**config.mk**
```make
export PLATFORM = sky130hd
export DESIGN_NAME = tic_mul
export DESIGN_NICKNAME = d
export VERILOG_FILES = /design/src/rtl/tic_pkg.sv /design/src/rtl/tic_mul.sv
export SDC_FILE = /design/constraint.sdc
export NUM_CORES = 2
export LEC_CHECK = 0
export ABC_AREA = 0
export BUFFER_PORTS_ARGS = -buffer_cell sky130_fd_sc_hd__clkbuf_2
export CAP_MARGIN = 0
export CELL_PAD_IN_SITES_DETAIL_PLACEMENT = 1
export CELL_PAD_IN_SITES_GLOBAL_PLACEMENT = 1
export CORE_MARGIN = 5
export CORE_UTILIZATION = 26
export DETAILED_ROUTE_END_ITERATION = 16
export PLACE_DENSITY = 0.59
export SLEW_MARGIN = 40
export SYNTH_ARGS = -nofsm -noshare
export SYNTH_HDL_FRONTEND = slang
export SYNTH_SLANG_ARGS = --single-unit
```
**constraint.sdc**
```tcl
create_clock -name clk_i -period 16.7 [get_ports clk_i]
set_clock_uncertainty 0.2 [all_clocks]
set_input_delay 3.34 -clock clk_i [delete_from_list [all_inputs] [get_ports clk_i]]
set_output_delay 3.34 -clock clk_i [all_outputs]
set_load 0.05 [all_outputs]
```
**src/rtl/tic_pkg.sv**
```systemverilog
// Shared widths and word types for the tetrahedron incenter pipeline.
package tic_pkg;

  localparam int unsigned CoordW  = 32;
  localparam int unsigned Chunk   = 34;
  localparam int unsigned MulLat  = 2;
  localparam int unsigned EdgeW   = CoordW + 1;
  localparam int unsigned ProdW   = 2 * EdgeW;
  localparam int unsigned CrossW  = ProdW + 1;
  localparam int unsigned SqW     = 2 * CrossW;
  localparam int unsigned NormW   = SqW + 2;
  localparam int unsigned RootW   = NormW / 2;
  localparam int unsigned SumW    = RootW + 2;
  localparam int unsigned WProdW  = RootW + 1 + CoordW;
  localparam int unsigned NumW    = WProdW + 2;
  localparam int unsigned DivNW   = NumW + 1;
  localparam int unsigned DivDW   = SumW + 1;
  localparam int unsigned QW      = CoordW + 1;
  localparam int unsigned FaceLat = 1 + MulLat + 1 + MulLat + 1;

  typedef logic signed [CoordW-1:0] coord_t;
  typedef coord_t [2:0] vec3_t;

  typedef struct packed {
    coord_t p0_x;
    coord_t p0_y;
    coord_t p0_z;
    coord_t p1_x;
    coord_t p1_y;
    coord_t p1_z;
    coord_t p2_x;
    coord_t p2_y;
    coord_t p2_z;
    coord_t p3_x;
    coord_t p3_y;
    coord_t p3_z;
  } in_word_t;

  typedef struct packed {
    coord_t center_x;
    coord_t center_y;
    coord_t center_z;
    logic   degenerate;
  } out_word_t;

endpackage

```
**src/rtl/tic_mul.sv**
```systemverilog
// Two-stage signed multiplier built from registered partial products.
module tic_mul import tic_pkg::*; #(
  parameter int unsigned AW = 33,
  parameter int unsigned BW = 33
) (
  input  logic                  clk_i,
  input  logic                  en_i,
  input  logic signed [AW-1:0]  a_i,
  input  logic signed [BW-1:0]  b_i,
  output logic signed [AW+BW-1:0] p_o
);

  localparam int unsigned NA = (AW + Chunk - 1) / Chunk;
  localparam int unsigned NB = (BW + Chunk - 1) / Chunk;
  localparam int unsigned PW = AW + BW;
  localparam int unsigned XW = (NA + NB) * Chunk;

  logic [AW-1:0]          ma;
  logic [BW-1:0]          mb;
  logic [NA*Chunk-1:0]    ax;
  logic [NB*Chunk-1:0]    bx;
  logic [2*Chunk-1:0]     pp_q [NA][NB];
  logic                   neg_q;
  logic [XW-1:0]          acc;
  logic signed [PW-1:0]   mag;
  logic signed [PW-1:0]   p_d;
  logic signed [PW-1:0]   p_q;

  assign ma = a_i[AW-1] ? AW'(-a_i) : AW'(a_i);
  assign mb = b_i[BW-1] ? BW'(-b_i) : BW'(b_i);
  assign ax = (NA*Chunk)'(ma);
  assign bx = (NB*Chunk)'(mb);

  always_ff @(posedge clk_i) begin
    if (en_i) begin
      neg_q <= a_i[AW-1] ^ b_i[BW-1];
      for (int i = 0; i < NA; i++) begin
        for (int j = 0; j < NB; j++) begin
          pp_q[i][j] <= ax[i*Chunk +: Chunk] * bx[j*Chunk +: Chunk];
        end
      end
    end
  end

  always_comb begin
    acc = '0;
    for (int i = 0; i < NA; i++) begin
      for (int j = 0; j < NB; j++) begin
        acc = acc + (XW'(pp_q[i][j]) << ((i + j) * Chunk));
      end
    end
    mag = PW'(acc);
    p_d = neg_q ? -mag : mag;
  end

  always_ff @(posedge clk_i) begin
    if (en_i) begin
      p_q <= p_d;
    end
  end

  assign p_o = p_q;

endmodule

```
=== Word-level counts from Yosys, hierarchy flattened ===
Memories as Yosys holds them, arrays and structs flattened.
Cells that the tools add are included.

* Add/sub/neg operators: 3
* Multiply operators: 1
* Mux-type cells: 5
* Bitwise logic cells: 1

{| class="wikitable"
|+ Operators with widths
! kind !! count
|-
| 33-bit by 33-bit multiplier with 66-bit output || 1
|-
| 33-bit two-way mux || 2
|-
| 66-bit two-way mux || 1
|-
| 33-bit negation || 2
|-
| 66-bit negation || 1
|-
| 1-bit two-way mux || 2
|-
| 1-bit XOR || 1
|}

* Register bits after elaboration: 67
* RAM bits: 66
* Input bits: 68
* Word-level logic and storage cells: 13
* Memories: 1

{| class="wikitable"
|+ Memories
! memory !! words !! bits a word !! rd ports !! clocked after Yosys merged registers in !! wr ports !! line !! source
|-
| pp_q || 1 || 66 || 1 || 0 || 1 || tic_mul.sv:22 || <nowiki>logic [2*Chunk-1:0] pp_q [NA][NB];</nowiki>
|}

=== Longest topological paths before layout ===
* Depth after elaboration: 3
* Depth in mapped cells: 39
* Depth with buffers taken out: 36

=== Least setup slack after synthesis ===
Ideal clock, no wire load.

* Path kind: input to register
* Start point: input a_i[0]
* End point: memory pp_q[0][58] in the netlist's numbering, data pin
* Library setup time: 0.263 ns
* Arrival time: 12.665 ns
* Path slack: 3.572 ns
* Stages on the path: 38
* Buffers on the path: 3
* Cells stage by stage: inv_2 clkbuf_1 ha_1 nand3b_1 or4_1 or3_1 nor2_1 nand2_1 or4_1 o41ai_2 xor2_1 buf_2 nor2_1 fa_1 inv_1 fa_1 inv_1 fa_1 [2 not listed] inv_1 fa_1 inv_1 fa_1 fa_1 fa_1 inv_1 ha_1 clkbuf_1 nand3_1 or2_2 nor4_1 a211o_1 a31oi_1 o21ai_0 a41o_1 a31oi_1 xnor2_1

* Cells in the longest elaborated chain, start to end: 3

{| class="wikitable"
|+ Ends and longest elaborated chain
! element !! line !! source
|-
| start, declared || tic_mul.sv:8 || <nowiki>input logic signed [AW-1:0] a_i,</nowiki>
|-
| 33-bit negation || tic_mul.sv:29 || <nowiki>assign ma = a_i[AW-1] ? AW'(-a_i) : AW'(a_i);</nowiki>
|-
| 33-bit two-way mux (*) || tic_mul.sv:29 ||
|-
| 33-bit by 33-bit multiplier with 66-bit output (*) || tic_mul.sv:39 || <nowiki>pp_q[i][j] <= ax[i*Chunk +: Chunk] * bx[j*Chunk +: Chunk];</nowiki>
|-
| end, declared || tic_mul.sv:22 ||
|}

Mark *: on every way between the ends. The rest lies on a longest branch, timed or not.

=== Final worst setup path ===
* Start point: input a_i[0]
* End point: memory pp_q[0][53] in the netlist's numbering, data pin

The elaborated chain is that of the path after synthesis.

==> impl_metrics.tcl <==
set metrics [dict create \
    stdcell_area_um2 45760 \
    start_util_pct 26.19 \
    ioPinCount 134 \
    ys_seq_area_share_pct 9.753 \
    final_nets 5871 \
    crit_top_cell "fa_1" \
    cts_resized 0 \
    die_x_um 406.9 \
    final.setup.tns_ns 0 \
    drtIter0Drc 1831 \
    netlist_area_um2 40950 \
    regArea_um2 3994 \
    routed_wl_um 149800 \
    io_buffers 133 \
    slowest_stage "o31ai_1" \
    slew_headroom_pct 42.65 \
    drt_first_pass_iters 5 \
    synth_top_area_cell "fa_1" \
    cts_tree "built" \
    yosysTopAreaCellShare_pct 46.83 \
    slew_violations 0 \
    critical_path_arrival_ns 14.64 \
    grtUsageMet3_pct 1.999 \
    fillerInstances 18280 \
    htree_levels 4 \
    ys_top_cells_by_count "inv_1 (983), fa_1 (958), nand2_1 (662), nor2_1 (566), ha_1 (268)" \
    grt_pass1_wl_um 225300 \
    cts_made_buffers 17 \
    drive_above_1_share_pct 8.301 \
    cts-root-buf "clkbuf_16" \
    globalplace.congestion 0.8867 \
    ys.flop_type "edfxtp_1" \
    synth_edf_count 133 \
    status "finished clean" \
    syn_nets 5791 \
    synth.distinct_cells 74 \
    clk_pin_slew_ns 0.06 \
    holdCritPathClass "register to register" \
    antenna_left 0 \
    use_met2_pct 31.86 \
    clock_latency_ns 0.45 \
    track_usage_pct 18.34 \
    grt_pass1_vias 35210 \
    worst_slew_pin_slew_ns 0.8422 \
    rows 145 \
    dr_total_vias 31330 \
    yosysWarnings 0 \
    core_um2 156400 \
    max_stage_delay_ns 0.70 \
    postCtsHoldBufs 0 \
    max_cap_violations 0 \
    synthArstFlopShare_pct 0 \
    criticalPathCategory "primary input to register" \
    holdWs_ns 0.3849 \
    antenna_found_initial 8 \
    critPathRequiredTime_ns 16.69 \
    clock_path_buffers 2 \
    setup-violations-final 0 \
    start_kind "primary input" \
    dpl_cell_area_um2 45120 \
    synth.most_common_cell "inv_1" \
    synth.area.top_cells "fa_1 (47%), edfxtp_1 (9.8%), inv_1 (9.0%)" \
    top_usage_layer "met2" \
    grt-ovfl-total 0 \
    worstPathMaxFanout 12 \
    syn_to_final_growth_pct 11.74 \
    via_per_inst 4.711 \
    drc 0 \
    use_met1_pct 24.27 \
    ys_ff_latch 133 \
    rsz0062_at_grt "no" \
    fin_crit_ns 14.65 \
    dieArea_um2 165500 \
    worstSetupEndpointType "register" \
    clkSinkCount 133 \
    fin_crit_sh_pct 87.75 \
    grt_max_degree 69 \
    finalHoldViolCount 0 \
    wl_per_cell_um 22.53 \
    multi_input_area_um2 33160 \
    dp_hpwl_um 124600 \
    die_h_um 406.9 \
    cts_setup_buffers 0 \
    avgSynthCellArea_um2 9.106 \
    fmax_mhz 68.24 \
    synthCells 4497 \
]
## critical path: cells and delay by family
family | cells | cell delay (ns)
AO/OA/AOI/OAI | 10 | 3.29
XOR/XNOR | 2 | 0.39
adder cells (fa/ha/maj) | 10 | 4.66
buffers and inverters | 9 | 1.01
AND/OR/NAND/NOR | 6 | 1.91
## layout by cell type, fill, tap and decap left out, types with 4 or more instances in the layout
| cell | synthesis | final |
|---|---|---|
| o31ai_1 | 32 | 30 |
| nand2b_1 | 14 | 14 |
| o21bai_1 | 13 | 13 |
| nand3_1 | 19 | 19 |
| or4_1 | 18 | 18 |
| a221oi_1 | 4 | 4 |
| a21oi_1 | 67 | 67 |
| a31oi_1 | 13 | 13 |
| o21ai_0 | 79 | 78 |
| fa_1 | 958 | 958 |
| xor2_2 | 1 | 6 |
| clkbuf_16 | 0 | 17 |
| ha_1 | 268 | 268 |
| o41ai_2 | 2 | 4 |
| a21o_1 | 43 | 43 |
| nand4_1 | 11 | 11 |
| nand2_1 | 662 | 662 |
| xor2_1 | 81 | 65 |
| a21boi_0 | 4 | 4 |
| inv_1 | 983 | 983 |
| buf_4 | 0 | 131 |
| or3_1 | 17 | 17 |
| nor2_1 | 566 | 566 |
| xor2_4 | 0 | 11 |
| xnor2_2 | 0 | 19 |
| clkbuf_1 | 196 | 4 |
| o41ai_1 | 13 | 10 |
| a211oi_1 | 4 | 4 |
| nor2b_1 | 7 | 7 |
| o31ai_2 | 4 | 6 |
| and3_1 | 14 | 14 |
| clkbuf_2 | 0 | 131 |
| a211o_1 | 4 | 4 |
| xnor2_1 | 161 | 129 |
| nor4_1 | 7 | 7 |
| xnor2_4 | 0 | 13 |
| and2_1 | 13 | 13 |
| nor3_1 | 18 | 18 |
| or2_2 | 6 | 6 |
| edfxtp_1 | 133 | 133 |
## path summary, 6_finish.rpt
path / startpoint / endpoint / slack [ns] / cells past startpoint
hold reg to reg: pp_q[0][0]$_DFFE_PP_ / p_o[0]$_DFFE_PP_ / 0.38 / 0
setup reg to reg: pp_q[0][4]$_DFFE_PP_ / p_o[61]$_DFFE_PP_ / 12.47 / 10
setup / recovery: a_i[0] / pp_q[0][53]$_DFFE_PP_ / 2.05 / 37
hold / removal: pp_q[0][0]$_DFFE_PP_ / p_o[0]$_DFFE_PP_ / 0.38 / 0
## cell type report
cell class,instances,share of cell area [%]
multi-input cells,3171,72.48
flip-flops and latches,133,8.728
inverters,984,8.072
well taps,2058,5.627
repair buffers,270,3.831
clock buffers,21,0.9625
clock inverters,11,0.2926
diodes,2,0.01094
## logic make-up (layout without fill, tap and decap cells)
group	after synthesis	count (layout)	synth area share (%)
buffers and inverters	1193	1286	10.99
AND/OR/NAND/NOR	1394	1394	14.00
multiplexers	1	1	0.02444
adder cells (fa/ha/maj)	1226	1226	55.02
AO/OA/AOI/OAI	307	307	5.002
other	0	2	0
XOR/XNOR	243	243	5.215
flip-flops	133	133	9.753
## state kept, by name, indices dropped and copies added, names as in the netlist
| name | flops |
|---|---|
| p_o | 66 |
| pp_q | 66 |
| neg_q | 1 |
## layer usage
metal | wire [um] | vias up | share of wire, %
li1 | - | 13520 | -
met1 | 64370 | 16890 | 43
met2 | 74040 | 753 | 49
met3 | 6501 | 169 | 4.3
met4 | 4913 | 0 | 3.3
met5 | 0 | - | 0
## per-stage QoR
step | setup WS (ns) | util [%] | instances
final | 2.046 | 29.26 | 6650
after global routing | 1.422 | 29.26 | 6648
after CTS | 2.076 | 29.22 | 6646
after detailed placement | 1.625 | 28.85 | 6614
after global placement | 1.884 | 28.72 | 6611
after floorplan | 3.572 | - | 4497
Power is left out: the tool's default activity adds up to more than one toggle a clock period on the data nets, which glitch-free logic cannot reach.
